<file path="src/rtl/core/cgnc_pkg.sv">
package cgnc_pkg;

  localparam int GRID_COLS_MAX = 64;
  localparam int GRID_ROWS_MAX = 64;
  localparam int CELL_BITS     = 8;

  localparam int STORE_DEPTH = GRID_COLS_MAX * GRID_ROWS_MAX;
  localparam int ADDR_W      = $clog2(STORE_DEPTH);
  localparam int AREA_W      = ADDR_W + 1;

  localparam int OP_W    = 2;
  localparam int COORD_W = 6;
  localparam int SIZE_W  = COORD_W + 1;
  localparam int STATE_W = 8;
  localparam int COUNT_W = 4;
  localparam int NB_W    = 3;
  localparam int STEP_W  = $clog2(COORD_W);

  localparam int QUEUE_DEPTH = 2;
  localparam int QPTR_W      = $clog2(QUEUE_DEPTH);
  localparam int QCNT_W      = QPTR_W + 1;

  localparam int IN_FIELDS_W  = 2 * COORD_W + STATE_W;
  localparam int IN_DATA_W    = ((IN_FIELDS_W + 7) / 8) * 8;
  localparam int OUT_FIELDS_W = STATE_W + COUNT_W + 1;
  localparam int OUT_DATA_W   = ((OUT_FIELDS_W + 7) / 8) * 8;

  localparam int X_LSB     = 0;
  localparam int Y_LSB     = COORD_W;
  localparam int ST_LSB    = 2 * COORD_W;
  localparam int VALUE_LSB = 0;
  localparam int COUNT_LSB = STATE_W;
  localparam int DONE_BIT  = STATE_W + COUNT_W;

  localparam logic [SIZE_W-1:0]  COLS_MAX_S  = SIZE_W'(GRID_COLS_MAX);
  localparam logic [SIZE_W-1:0]  ROWS_MAX_S  = SIZE_W'(GRID_ROWS_MAX);
  localparam logic [COUNT_W-1:0] COUNT_MAX   = COUNT_W'(8);
  localparam logic [NB_W-1:0]    NB_MOORE_LAST = NB_W'(7);
  localparam logic [NB_W-1:0]    NB_VN_LAST    = NB_W'(3);

  localparam logic [OP_W-1:0] OP_WRITE = 2'd0;
  localparam logic [OP_W-1:0] OP_READ  = 2'd1;
  localparam logic [OP_W-1:0] OP_MOORE = 2'd2;
  localparam logic [OP_W-1:0] OP_VN    = 2'd3;

  localparam int CFG_IDX_W = 2;
  localparam int CFG_DATA_W = SIZE_W;
  localparam logic [CFG_IDX_W-1:0] CFG_IDX_WIDTH  = 2'd0;
  localparam logic [CFG_IDX_W-1:0] CFG_IDX_HEIGHT = 2'd1;
  localparam logic [CFG_IDX_W-1:0] CFG_IDX_WRAP   = 2'd2;

  typedef enum logic [1:0] {
    KIND_WRITE,
    KIND_READ,
    KIND_MOORE,
    KIND_VN
  } kind_e;

  typedef enum logic [1:0] {
    OFF_M1,
    OFF_Z,
    OFF_P1
  } off_e;

  typedef enum logic [2:0] {
    ST_CLEAR,
    ST_IDLE,
    ST_MOD,
    ST_ISSUE,
    ST_DRAIN,
    ST_DONE
  } state_e;

  typedef struct packed {
    kind_e               kind;
    logic [COORD_W-1:0]  x_coord;
    logic [COORD_W-1:0]  y_coord;
    logic [STATE_W-1:0]  key_state;
  } item_t;

  typedef struct packed {
    logic               wrap;
    logic [SIZE_W-1:0]  w;
    logic [SIZE_W-1:0]  h;
  } cfg_t;

  typedef struct packed {
    logic                write_done;
    logic [COUNT_W-1:0]  neighbor_count;
    logic [STATE_W-1:0]  cell_value;
  } result_t;

  typedef struct packed {
    logic               off;
    logic [COORD_W-1:0] c;
  } coord_t;

  function automatic logic [SIZE_W-1:0] eff_size(logic [SIZE_W-1:0] raw,
                                                 logic [SIZE_W-1:0] maxv);
    logic [SIZE_W-1:0] r;
    r = raw;
    if (raw == '0) r = SIZE_W'(1);
    else if (raw > maxv) r = maxv;
    return r;
  endfunction

  // VN neighbors first, diagonals after
  function automatic off_e nb_dx(logic [NB_W-1:0] nb);
    off_e r;
    case (nb)
      3'd1, 3'd4, 3'd6: r = OFF_M1;
      3'd2, 3'd5, 3'd7: r = OFF_P1;
      default:          r = OFF_Z;
    endcase
    return r;
  endfunction

  function automatic off_e nb_dy(logic [NB_W-1:0] nb);
    off_e r;
    case (nb)
      3'd0, 3'd4, 3'd5: r = OFF_M1;
      3'd3, 3'd6, 3'd7: r = OFF_P1;
      default:          r = OFF_Z;
    endcase
    return r;
  endfunction

  function automatic coord_t next_coord(logic [COORD_W-1:0] raw,
                                        logic [COORD_W-1:0] red,
                                        logic [SIZE_W-1:0]  size,
                                        logic               wrap,
                                        off_e               off);
    coord_t r;
    logic [SIZE_W-1:0] c;
    r.off = 1'b0;
    c = '0;
    if (wrap) begin
      case (off)
        OFF_M1:  c = (red == '0) ? size - 1'b1 : SIZE_W'(red) - 1'b1;
        OFF_P1:  c = (SIZE_W'(red) + 1'b1 == size) ? '0 : SIZE_W'(red) + 1'b1;
        default: c = SIZE_W'(red);
      endcase
    end else begin
      case (off)
        OFF_M1: begin
          r.off = (raw == '0);
          c = SIZE_W'(raw) - 1'b1;
        end
        OFF_P1:  c = SIZE_W'(raw) + 1'b1;
        default: c = SIZE_W'(raw);
      endcase
      if (c >= size) r.off = 1'b1;
    end
    r.c = c[COORD_W-1:0];
    return r;
  endfunction

endpackage

</file>
<file path="src/rtl/core/cgnc_front.sv">
module cgnc_front (
  input  logic                           clk_i,
  input  logic                           rst_ni,
  input  logic                           s_axis_tvalid,
  output logic                           s_axis_tready,
  input  logic [cgnc_pkg::IN_DATA_W-1:0] s_axis_tdata,
  input  logic [cgnc_pkg::OP_W-1:0]      s_axis_tuser,
  input  logic                           hold_i,
  output logic                           q_valid_o,
  output cgnc_pkg::item_t                q_item_o,
  input  logic                           q_pop_i
);
  import cgnc_pkg::*;

  item_t              slot_q [QUEUE_DEPTH];
  logic [QPTR_W-1:0]  wr_q, wr_d, rd_q, rd_d;
  logic [QCNT_W-1:0]  cnt_q, cnt_d;
  item_t              in_item;
  logic               push;

  always_comb begin
    case (s_axis_tuser)
      OP_WRITE: in_item.kind = KIND_WRITE;
      OP_READ:  in_item.kind = KIND_READ;
      OP_MOORE: in_item.kind = KIND_MOORE;
      OP_VN:    in_item.kind = KIND_VN;
      default:  in_item.kind = KIND_WRITE;
    endcase
    in_item.x_coord   = s_axis_tdata[X_LSB +: COORD_W];
    in_item.y_coord   = s_axis_tdata[Y_LSB +: COORD_W];
    in_item.key_state = s_axis_tdata[ST_LSB +: STATE_W];
  end

  assign s_axis_tready = (cnt_q != QCNT_W'(QUEUE_DEPTH)) && !hold_i;
  assign push          = s_axis_tvalid && s_axis_tready;
  assign q_valid_o     = (cnt_q != '0);
  assign q_item_o      = slot_q[rd_q];

  always_comb begin
    wr_d  = push ? wr_q + QPTR_W'(1) : wr_q;
    rd_d  = q_pop_i ? rd_q + QPTR_W'(1) : rd_q;
    cnt_d = cnt_q + QCNT_W'(push) - QCNT_W'(q_pop_i);
  end

  always_ff @(posedge clk_i or negedge rst_ni) begin
    if (!rst_ni) begin
      wr_q  <= '0;
      rd_q  <= '0;
      cnt_q <= '0;
    end else begin
      wr_q  <= wr_d;
      rd_q  <= rd_d;
      cnt_q <= cnt_d;
    end
  end

  always_ff @(posedge clk_i) begin
    if (push) begin
      slot_q[wr_q] <= in_item;
    end
  end

endmodule

</file>
<file path="config.mk">
export PLATFORM = sky130hd
export DESIGN_NAME = cgnc_front
export DESIGN_NICKNAME = d
export VERILOG_FILES = /design/src/rtl/core/cgnc_pkg.sv /design/src/rtl/core/cgnc_front.sv
export SDC_FILE = /design/constraint.sdc
export NUM_CORES = 1
export LEC_CHECK = 0
export CAP_MARGIN = 30
export CORE_MARGIN = 4
export CORE_UTILIZATION = 25
export CTS_BUF_LIST = sky130_fd_sc_hd__clkbuf_16
export DETAILED_ROUTE_END_ITERATION = 12
export DONT_BUFFER_PORTS = 1
export PLACE_DENSITY = 0.38
export SYNTH_ARGS = -nofsm -noshare
export SYNTH_HDL_FRONTEND = slang
export SYNTH_SLANG_ARGS = --single-unit
</file>
<file path="constraint.sdc">
create_clock -name clk_i -period 2.1 [get_ports clk_i]
set_clock_uncertainty 0.05 [all_clocks]
set_input_delay 0.105 -clock clk_i [delete_from_list [all_inputs] [get_ports clk_i]]
set_output_delay 0.105 -clock clk_i [all_outputs]
set_load 0.01 [all_outputs]
</file>
==> impl_metrics.py, run 1 <==
metrics = {
    "floorplanning": {
        "die_x_um": 93.28,
        "core_area_um2": 6944,
        "dieArea_um2": 8700,
        "start_util_pct": 26.18,
        "ios": 55,
        "die_h_um": 93.28,
        "row_count": 30,
    },
    "yosys": {
        "synthesis.area_um2": 1818,
        "yosysMostFrequentCell": "edfxtp_1",
        "synth_common_cells": "44 x edfxtp_1, 22 x mux2_2, 4 x dfrtp_1, 4 x inv_1",
        "synth_area_leaders": "edfxtp_1 73%, mux2_2 14%, dfrtp_1 5.5%",
        "synthFlopType": "edfxtp_1",
        "synth-seq-cells": 48,
        "yosys_warnings": 0,
        "synth.distinct_cells": 14,
        "synth_top_area_share_pct": 72.68,
        "syn_avg_cell_area_um2": 20.43,
        "yosys.area.top_type": "edfxtp_1",
        "synth_async_sr_flop_share_pct": 8.333,
        "synth_cells": 89,
        "synth_edf_count": 44,
        "syn_nets": 122,
        "synth_seq_area_share_pct": 78.18,
    },
    "power": {
        "irDropWorstVdd_uv": 487.9,
        "power.switching_mw": 0.7272,
        "fin_total_pwr_mw": 2.804,
        "power_frac_seq_pct": 45.0,
        "p_leak_nw": 0.8204,
        "p_sw_share_pct": 25.93,
        "power.density_nw_per_um2": 1182,
        "p_comb_share_pct": 24.3,
        "p_int_mw": 2.077,
        "pwr-share-clk_pct": 30.7,
    },
    "detailed_routing": {
        "drc": 0,
        "vias_per_cell": 3.950,
        "dr.first_iter.drc_count": 16,
        "routed_wl_mm": 3.018,
        "vias": 869,
        "dr.pass1.iters": 2,
        "drt-wirelength-per-cell_um": 13.72,
        "drtAntennaViolNets": 0,
    },
    "cts": {
        "cts_tree": "built",
        "cts_sinks": 48,
        "clockBufferDepth": 2,
        "clk_pin_slew_ns": 0.06,
        "insertion_delay_ns": 0.28,
        "cts_buffers": 5,
        "cts_resized": 0,
        "cts_root_buffer": "clkbuf_16",
        "cts_setup_buffers": 0,
        "htree_levels": 2,
    },
    "layout": {
        "final_nets": 156,
        "num-fill-cells": 675,
        "multi_input_area_um2": 356.6,
        "regArea_um2": 1421,
        "stdcell_count": 220,
        "areaGrowthSynthToFinish_pct": 30.49,
        "drive_above_1_share_pct": 32.26,
        "n_antenna_cell": 0,
    },
    "placed_design": {
        "dp_hpwl_mm": 2.124,
        "io_buffers": 0,
        "gp_congestion": 0.5814,
        "placed_cells": 187,
    },
    "worst_setup_path": {
        "critPathArrivalTime_ns": 1.89,
        "crit_buf_inv": 1,
        "cp_slowest_cell": "dfrtp_1",
        "max_stage_delay_ns": 0.43,
        "critPathMaxFanout": 4,
        "required_ns": 2.25,
        "path_cells": "a211o_4 > ha_1 > inv_1 > ha_1 > xnor2_1 > xnor2_1",
        "crit_family": "adder cells",
        "worstSetupPathType": "reg2reg",
        "cp-start-kind": "flip-flop",
        "end_kind": "flip-flop",
    },
    "flow_run": {
        "cap_violations": 0,
    },
    "global_routing": {
        "grt_pass1_vias": 953,
        "grtUsageTotal_pct": 7.304,
        "antenna_found_initial": 0,
        "grt_start_max_net_pins": 15,
        "overflow": 0,
        "grt_pass1_wl_mm": 4.623,
    },
    "timing": {
        "holdWs_ns": 0.04924,
        "worst_pin_slew_ns": 0.2737,
        "finalSetupViolations": 0,
        "tns_ns": 0,
        "final-max-slew-violation-count": 0,
        "hold_viol": 0,
        "fin_crit_ns": 1.739,
        "fin_crit_sh_pct": 82.79,
        "clock.fmax_ghz": 0.5752,
        "rsz0062_at_grt": "false",
        "slew_headroom_pct": 81.81,
    },
    "worst_hold_path": {
        "hp-class": "in2async",
    },
    "status": {
        "status": "completed",
    },
}
[worst paths after layout]
path                                     from            endpoint  slack [ns]  depth (start not counted)
hold / removal                         rst_ni  cnt_q[1]$_DFF_PN0_        0.05                          1
setup / recovery           cnt_q[1]$_DFF_PN0_  cnt_q[1]$_DFF_PN0_        0.36                          6
min in group clk_i              s_axis_tvalid    wr_q$_DFFE_PN0P_        0.05                          3
setup reg to reg           cnt_q[1]$_DFF_PN0_  cnt_q[1]$_DFF_PN0_        0.36                          6
hold reg to reg            cnt_q[0]$_DFF_PN0_  cnt_q[0]$_DFF_PN0_        0.48                          1
max in group asynchronous              rst_ni    rd_q$_DFFE_PN0P_        1.77                          1
[cells by family after synthesis]
| family | Yosys count | synth area share [%] |
|---|---|---|
| flip-flops | 48 | 78.18 |
| multiplexers | 22 | 13.63 |
| buffers and inverters | 8 | 2.477 |
| XOR/XNOR | 4 | 2.340 |
| AND/OR/NAND/NOR | 3 | 0.7574 |
| AO/OA/AOI/OAI | 2 | 1.239 |
| adder cells (fa/ha/maj) | 2 | 1.376 |
[layer usage]
layer / up-vias / track usage [%] / routed length (um)
met3: 2 / 4.023 / 295
met2: 37 / 12.51 / 1514
met4: 0 / 3.297 / 24
met5: - / 0 / 0
li1: 401 / - / -
met1: 429 / 7.183 / 1184
[state kept, by name (all words and copies together), names as in the netlist]
register	flops
slot_q	44
cnt_q	2
wr_q	1
rd_q	1
[metrics by stage]
step	instance area (um2)	worst slack, ns	utilization, %
after floorplan	1818	-0.05966	-
after global placement	1958	0.4064	28.20
after detailed placement	1958	0.3593	28.20
after CTS	2372	0.3417	34.16
after global routing	2372	0.1983	34.16
final	2372	0.3615	34.16
[cells in the final DEF (no fill, tap or decap), drive strengths merged]
| master | instances |
|---|---|
| a211o | 1 |
| a21oi | 1 |
| buf | 6 |
| bufinv | 1 |
| clkbuf | 5 |
| clkinv | 1 |
| dfrtp | 4 |
| dlygate4sd3 | 25 |
| edfxtp | 44 |
| ha | 2 |
| inv | 5 |
| mux2 | 22 |
| nor2 | 2 |
| or2 | 1 |
| xnor2 | 3 |
| xor2 | 1 |
[area by class of cell]
| cell class | instances | share of cell area (%) |
|---|---|---|
| timing repair buffer | 31 | 12.45 |
| sequential | 48 | 59.92 |
| inverter | 4 | 0.6329 |
| tap | 96 | 5.063 |
| clock buffer | 5 | 5.274 |
| multi-input combinational | 33 | 15.03 |
| clock inverter | 3 | 1.635 |
[power groups by stage]
stage | combinational, mW | sequential, mW | clock [mW]
3_3_place_gp | 0.660 | 1.28 | 0
6_report | 0.682 | 1.26 | 0.860
3_5_place_dp | 0.664 | 1.28 | 0
5_1_grt | 0.752 | 1.28 | 0.938
4_1_cts | 0.713 | 1.26 | 0.891
2_1_floorplan | 0.529 | 1.28 | 0
[repair_timing]
action                     4_1_cts  5_1_grt
hold buffers                    25        0
setup endpoints to repair        0        0
hold endpoints to repair        50        0
Note: power is estimated with default switching activity, not from simulation.
==> run 2, diff against run 1 <==
Clock period 2.1 ns to 1.5 ns, I/O delays scaled along.
==> run 2 against run 1 <==
Net effect: the run now ends with negative setup slack left; die area unchanged; clock power is 43% higher; combinational power rose by 83%; register-to-register slack worse by 0.48 ns; global-route usage hardly changed; critical path type unchanged; critical endpoint unchanged.
==> impl_metrics.py, run 2 (synthesis gave the netlist of run 1 again) <==
metrics = {
    "global_routing": {
        "grtUsageTotal_pct": 7.317,
        "grt_pass1_wl_mm": 4.671,
        "grt_start_max_net_pins": 16,
        "antenna_found_initial": 0,
        "overflow": 0,
        "grt_pass1_vias": 984,
    },
    "worst_setup_path": {
        "critPathArrivalTime_ns": 1.73,
        "end_kind": "flip-flop",
        "required_ns": 1.62,
        "worstSetupPathType": "reg2reg",
        "critPathMaxFanout": 2,
        "r2r_slack_ns": -0.11,
        "r2r_end": "cnt_q[1]$_DFF_PN0_",
        "reg2regPathDepth": 6,
        "r2r-start": "cnt_q[1]$_DFF_PN0_",
        "cp-start-kind": "flip-flop",
    },
    "detailed_routing": {
        "vias_per_cell": 3.938,
        "dr.first_iter.drc_count": 22,
        "drc": 0,
        "vias": 890,
        "routed_wl_mm": 3.126,
        "dr_wl_met3_um": 217,
        "dr.pass1.iters": 2,
        "routed-wl-met2_mm": 1.749,
        "drtAntennaViolNets": 0,
        "drt-wirelength-per-cell_um": 13.83,
        "top_layer_used": "met4",
        "wl_met1_mm": 1.112,
    },
    "timing": {
        "tns_ns": -2.097,
        "fin_crit_ns": 1.614,
        "clock.fmax_ghz": 0.6195,
        "fin_crit_sh_pct": 107.6,
        "finalSetupViolations": 45,
        "worst_pin_slew_ns": 0.2788,
        "rsz0062_at_grt": "true",
        "hold_viol": 0,
        "holdWs_ns": 0.009693,
        "final-max-slew-violation-count": 0,
        "slew_headroom_pct": 81.47,
        "worst_slack_ns": -0.1142,
    },
    "worst_hold_path": {
        "hp-class": "in2async",
    },
    "status": {
        "status": "finished, violations left",
        "violations": "negative setup slack",
    },
    "flow_run": {
        "cap_violations": 0,
    },
    "floorplanning": {
        "ios": 55,
        "core_area_um2": 6944,
        "start_util_pct": 26.18,
        "dieArea_um2": 8700,
        "die_x_um": 93.28,
        "row_count": 30,
        "die_h_um": 93.28,
    },
    "layout": {
        "final_cell_area_um2": 2524,
        "areaGrowthSynthToFinish_pct": 38.82,
        "largest_reg_flops": 44,
        "utilization_pct": 36.34,
        "layout_commonest_cell": "edfxtp_1",
        "n_antenna_cell": 0,
        "regMostFlops": "slot_q",
        "final_cell_mix": "44 x edfxtp_1, 24 x dlygate4sd3_1, 22 x mux2_2",
        "drive_above_1_share_pct": 40.77,
        "final_nets": 162,
        "top_regs": "slot_q (44), cnt_q (2)",
        "stdcell_count": 226,
    },
    "cts": {
        "cts_buffers": 5,
        "cts_tree": "built",
        "clockBufferDepth": 2,
        "clk_pin_slew_ns": 0.06,
        "cts_sinks": 48,
        "cts_root_buffer": "clkbuf_16",
        "insertion_delay_ns": 0.28,
        "htree_levels": 2,
    },
    "power": {
        "power.switching_mw": 1.117,
        "fin_total_pwr_mw": 4.249,
        "p_comb_share_pct": 29.4,
        "power.density_nw_per_um2": 1684,
        "p_int_mw": 3.132,
        "pwr-share-clk_pct": 29.0,
        "p_leak_nw": 0.8651,
        "irDropWorstVdd_uv": 724.5,
        "power_frac_seq_pct": 41.6,
        "p_sw_share_pct": 26.29,
    },
    "placed_design": {
        "gp_congestion": 0.6769,
        "dp_hpwl_mm": 2.193,
        "placed_cells": 191,
        "io_buffers": 0,
        "placed_area_um2": 2076,
        "dpl_worst_slack_ns": -0.1594,
    },
}
## run 2: cell types whose count changed in the layout (fill, tap and decap cells not counted), moves of 2 or more
cell	before	now
inv_2	0	2
ha_1	2	0
inv_1	5	2
buf_12	0	5
buf_4	6	8
ha_4	0	2
nor2_2	2	0
nor2_4	0	2
## run 2: worst max-delay path by stage
stage	start	end	slack [ns]
floorplan	cnt_q[1]$_DFF_PN0_	cnt_q[1]$_DFF_PN0_	-0.14
global placement	cnt_q[0]$_DFF_PN0_	cnt_q[1]$_DFF_PN0_	-0.07
detailed placement	cnt_q[0]$_DFF_PN0_	cnt_q[1]$_DFF_PN0_	-0.16
CTS	cnt_q[1]$_DFF_PN0_	cnt_q[1]$_DFF_PN0_	-0.15
global route	cnt_q[0]$_DFF_PN0_	cnt_q[1]$_DFF_PN0_	-0.20
finish	cnt_q[1]$_DFF_PN0_	cnt_q[1]$_DFF_PN0_	-0.11
## run 2: cell type report
class / count / area, um2
Fill cell: 661 / 4420
Sequential cell: 48 / 1421
Timing Repair Buffer: 37 / 400.4
Multi-Input combinational cell: 33 / 399.1
Clock buffer: 5 / 125.1
Tap cell: 96 / 120.1
Clock inverter: 3 / 42.54
Inverter: 4 / 15.01
## run 2: worst max-delay path: stages (launching register included)
cell     delay (ns)
dfrtp_1        0.40
a211o_4        0.34
ha_4           0.26
inv_2          0.04
ha_4           0.15
xnor2_2        0.13
xnor2_1        0.13
## run 2: metal layers
| metal | global-route usage (%) | vias to the layer above |
|---|---|---|
| met5 | 0 | - |
| met4 | 2.930 | 0 |
| met3 | 2.896 | 4 |
| met2 | 14.00 | 26 |
| met1 | 6.814 | 440 |
| li1 | - | 420 |
## run 2: power groups by stage
| stage | registers (mW) | clock network [mW] | logic (mW) |
|---|---|---|---|
| finish | 1.77 | 1.23 | 1.25 |
| global route | 1.79 | 1.32 | 1.36 |
| CTS | 1.77 | 1.26 | 1.26 |
| detailed placement | 1.80 | 0 | 1.13 |
| global placement | 1.79 | 0 | 1.10 |
| floorplan | 1.80 | 0 | 0.767 |
## run 2: timing repair
item,4_1_cts,5_1_grt
setup endpoints to repair,45,45
hold endpoints to repair,49,0
buffers inserted,1,2
hold buffers,24,0
gates resized for setup,3,0
pin swaps,5,5
==> run 3, diff against run 2 <==
Settings changed: PLACE_DENSITY 0.38 to 0.44.
==> run 3 against run 2 <==
Net effect: the run still ends with negative setup slack left; routed wire length down 0.54%; sequential share of layout area increased by 0.71 points; die area did not move; total power fell by 2.5%; first-iteration DRC count decreased by 23%; critical path type unchanged; largest power group unchanged.
==> impl_metrics.py, run 3 (synthesis gave the netlist of run 1 again) <==
metrics = {
    "power": {
        "pwr-share-clk_pct": 29.4,
        "p_int_mw": 3.052,
        "p_leak_nw": 0.8444,
        "power.switching_mw": 1.091,
        "irDropWorstVdd_uv": 522.7,
        "power.density_nw_per_um2": 1662,
        "p_sw_share_pct": 26.33,
        "fin_total_pwr_mw": 4.143,
        "power_frac_seq_pct": 42.6,
        "p_comb_share_pct": 28.1,
    },
    "cts": {
        "insertion_delay_ns": 0.28,
        "clockBufferDepth": 2,
        "cts_tree": "built",
        "clk_pin_slew_ns": 0.06,
        "cts_root_buffer": "clkbuf_16",
        "htree_levels": 2,
        "cts_sinks": 48,
        "cts_buffers": 5,
    },
    "global_routing": {
        "antenna_found_initial": 0,
        "overflow": 0,
        "use_met2_pct": 13.58,
        "busiest_layer": "met2",
        "met1_usage_pct": 7.641,
        "grt_pass1_vias": 1010,
        "use_met3_pct": 3.540,
        "grtUsageTotal_pct": 7.611,
        "grt_start_max_net_pins": 16,
        "grt_pass1_wl_mm": 4.871,
    },
    "timing": {
        "finalSetupViolations": 45,
        "fin_crit_ns": 1.626,
        "rsz0062_at_grt": "true",
        "clock.fmax_ghz": 0.6151,
        "worst_pin_slew_ns": 0.2710,
        "slew_headroom_pct": 81.99,
        "fin_crit_sh_pct": 108.4,
        "final-max-slew-violation-count": 0,
        "hold_viol": 0,
        "holdWs_ns": 0.01412,
        "worst_slack_ns": -0.1257,
    },
    "worst_setup_path": {
        "r2r_slack_ns": -0.13,
        "r2r_end": "cnt_q[1]$_DFF_PN0_",
        "critPathMaxFanout": 2,
        "reg2regPathDepth": 6,
        "required_ns": 1.61,
        "cp-start-kind": "flip-flop",
        "worstSetupPathType": "reg2reg",
        "critPathArrivalTime_ns": 1.74,
        "r2r-start": "cnt_q[1]$_DFF_PN0_",
        "end_kind": "flip-flop",
    },
    "layout": {
        "drive_above_1_share_pct": 38.10,
        "n_antenna_cell": 0,
        "stdcell_count": 222,
        "top_regs": "slot_q (44), cnt_q (2)",
        "final_cell_mix": "44 x edfxtp_1, 24 x dlygate4sd3_1, 22 x mux2_2",
        "regArea_um2": 1421,
        "areaGrowthSynthToFinish_pct": 37.10,
        "num-fill-cells": 643,
        "regMostFlops": "slot_q",
        "multi_input_area_um2": 410.4,
        "largest_reg_flops": 44,
        "final_nets": 158,
        "layout_commonest_cell": "edfxtp_1",
    },
    "status": {
        "status": "finished, violations left",
        "violations": "negative setup slack",
    },
    "worst_hold_path": {
        "hp-class": "in2async",
    },
    "detailed_routing": {
        "dr.first_iter.drc_count": 17,
        "vias": 879,
        "drtAntennaViolNets": 0,
        "vias_per_cell": 3.959,
        "drc": 0,
        "dr.pass1.iters": 4,
        "drt-wirelength-per-cell_um": 14.00,
        "routed_wl_mm": 3.109,
    },
    "floorplanning": {
        "die_x_um": 93.28,
        "die_h_um": 93.28,
        "row_count": 30,
        "start_util_pct": 26.18,
        "ios": 55,
        "core_area_um2": 6944,
        "dieArea_um2": 8700,
    },
    "placed_design": {
        "placed_cells": 190,
        "gp_congestion": 0.5985,
        "io_buffers": 0,
    },
    "flow_run": {
        "cap_violations": 0,
    },
}
## run 3: through the flow
stage	setup WS (ns)	cell area [um2]	TNS [ns]	util (%)
after floorplan	-0.1423	1848	-3.333	-
after global placement	-0.06921	2056	-1.656	29.60
after detailed placement	-0.1388	2056	-2.552	29.60
after CTS	-0.1269	2481	-3.042	35.73
after global routing	-0.1614	2492	-4.240	35.89
final	-0.1257	2492	-2.506	35.89
## run 3: critical path, cell delays in order, from the launching register on
cell     delay, ns
dfrtp_1       0.39
a211o_4       0.35
ha_4          0.26
inv_2         0.04
ha_4          0.17
xnor2_4       0.12
xnor2_1       0.12
## run 3: worst max path at each step
stage / start / to / slack [ns] / depth (start not counted)
final: cnt_q[1]$_DFF_PN0_ / cnt_q[1]$_DFF_PN0_ / -0.13 / 6
after global routing: cnt_q[1]$_DFF_PN0_ / cnt_q[1]$_DFF_PN0_ / -0.16 / 6
after CTS: cnt_q[1]$_DFF_PN0_ / cnt_q[1]$_DFF_PN0_ / -0.13 / 6
after detailed placement: cnt_q[0]$_DFF_PN0_ / cnt_q[1]$_DFF_PN0_ / -0.14 / 7
after global placement: cnt_q[0]$_DFF_PN0_ / cnt_q[1]$_DFF_PN0_ / -0.07 / 7
after floorplan: cnt_q[1]$_DFF_PN0_ / cnt_q[1]$_DFF_PN0_ / -0.14 / 6
## run 3: area by class of cell
cell class                      count  share of cell area [%]
Tap cell                           96                   4.819
Timing Repair Buffer               33                   14.36
Clock inverter                      3                   1.707
Multi-Input combinational cell     33                   16.47
Inverter                            4                  0.6024
Clock buffer                        5                   5.020
Sequential cell                    48                   57.03
## run 3: metal layers
| layer | routed length [um] | up-vias |
|---|---|---|
| met4 | 14 | 0 |
| li1 | - | 405 |
| met2 | 1597 | 41 |
| met5 | 0 | - |
| met3 | 273 | 2 |
| met1 | 1224 | 431 |
## run 3: repair_timing
| item | in CTS | in global routing |
|---|---|---|
| pin swaps | 4 | 2 |
| hold buffers | 24 | 0 |
| buffers inserted | 0 | 0 |
| gates resized for setup | 3 | 1 |
| hold endpoints to repair | 49 | 0 |
| setup endpoints to repair | 45 | 45 |
## run 3: power groups by stage
stage / sequential (mW) / combinational (mW) / clock [mW]
2_1_floorplan: 1.80 / 0.767 / 0
3_5_place_dp: 1.80 / 1.07 / 0
6_report: 1.76 / 1.16 / 1.22
5_1_grt: 1.78 / 1.26 / 1.33
4_1_cts: 1.77 / 1.18 / 1.26
3_3_place_gp: 1.78 / 1.05 / 0
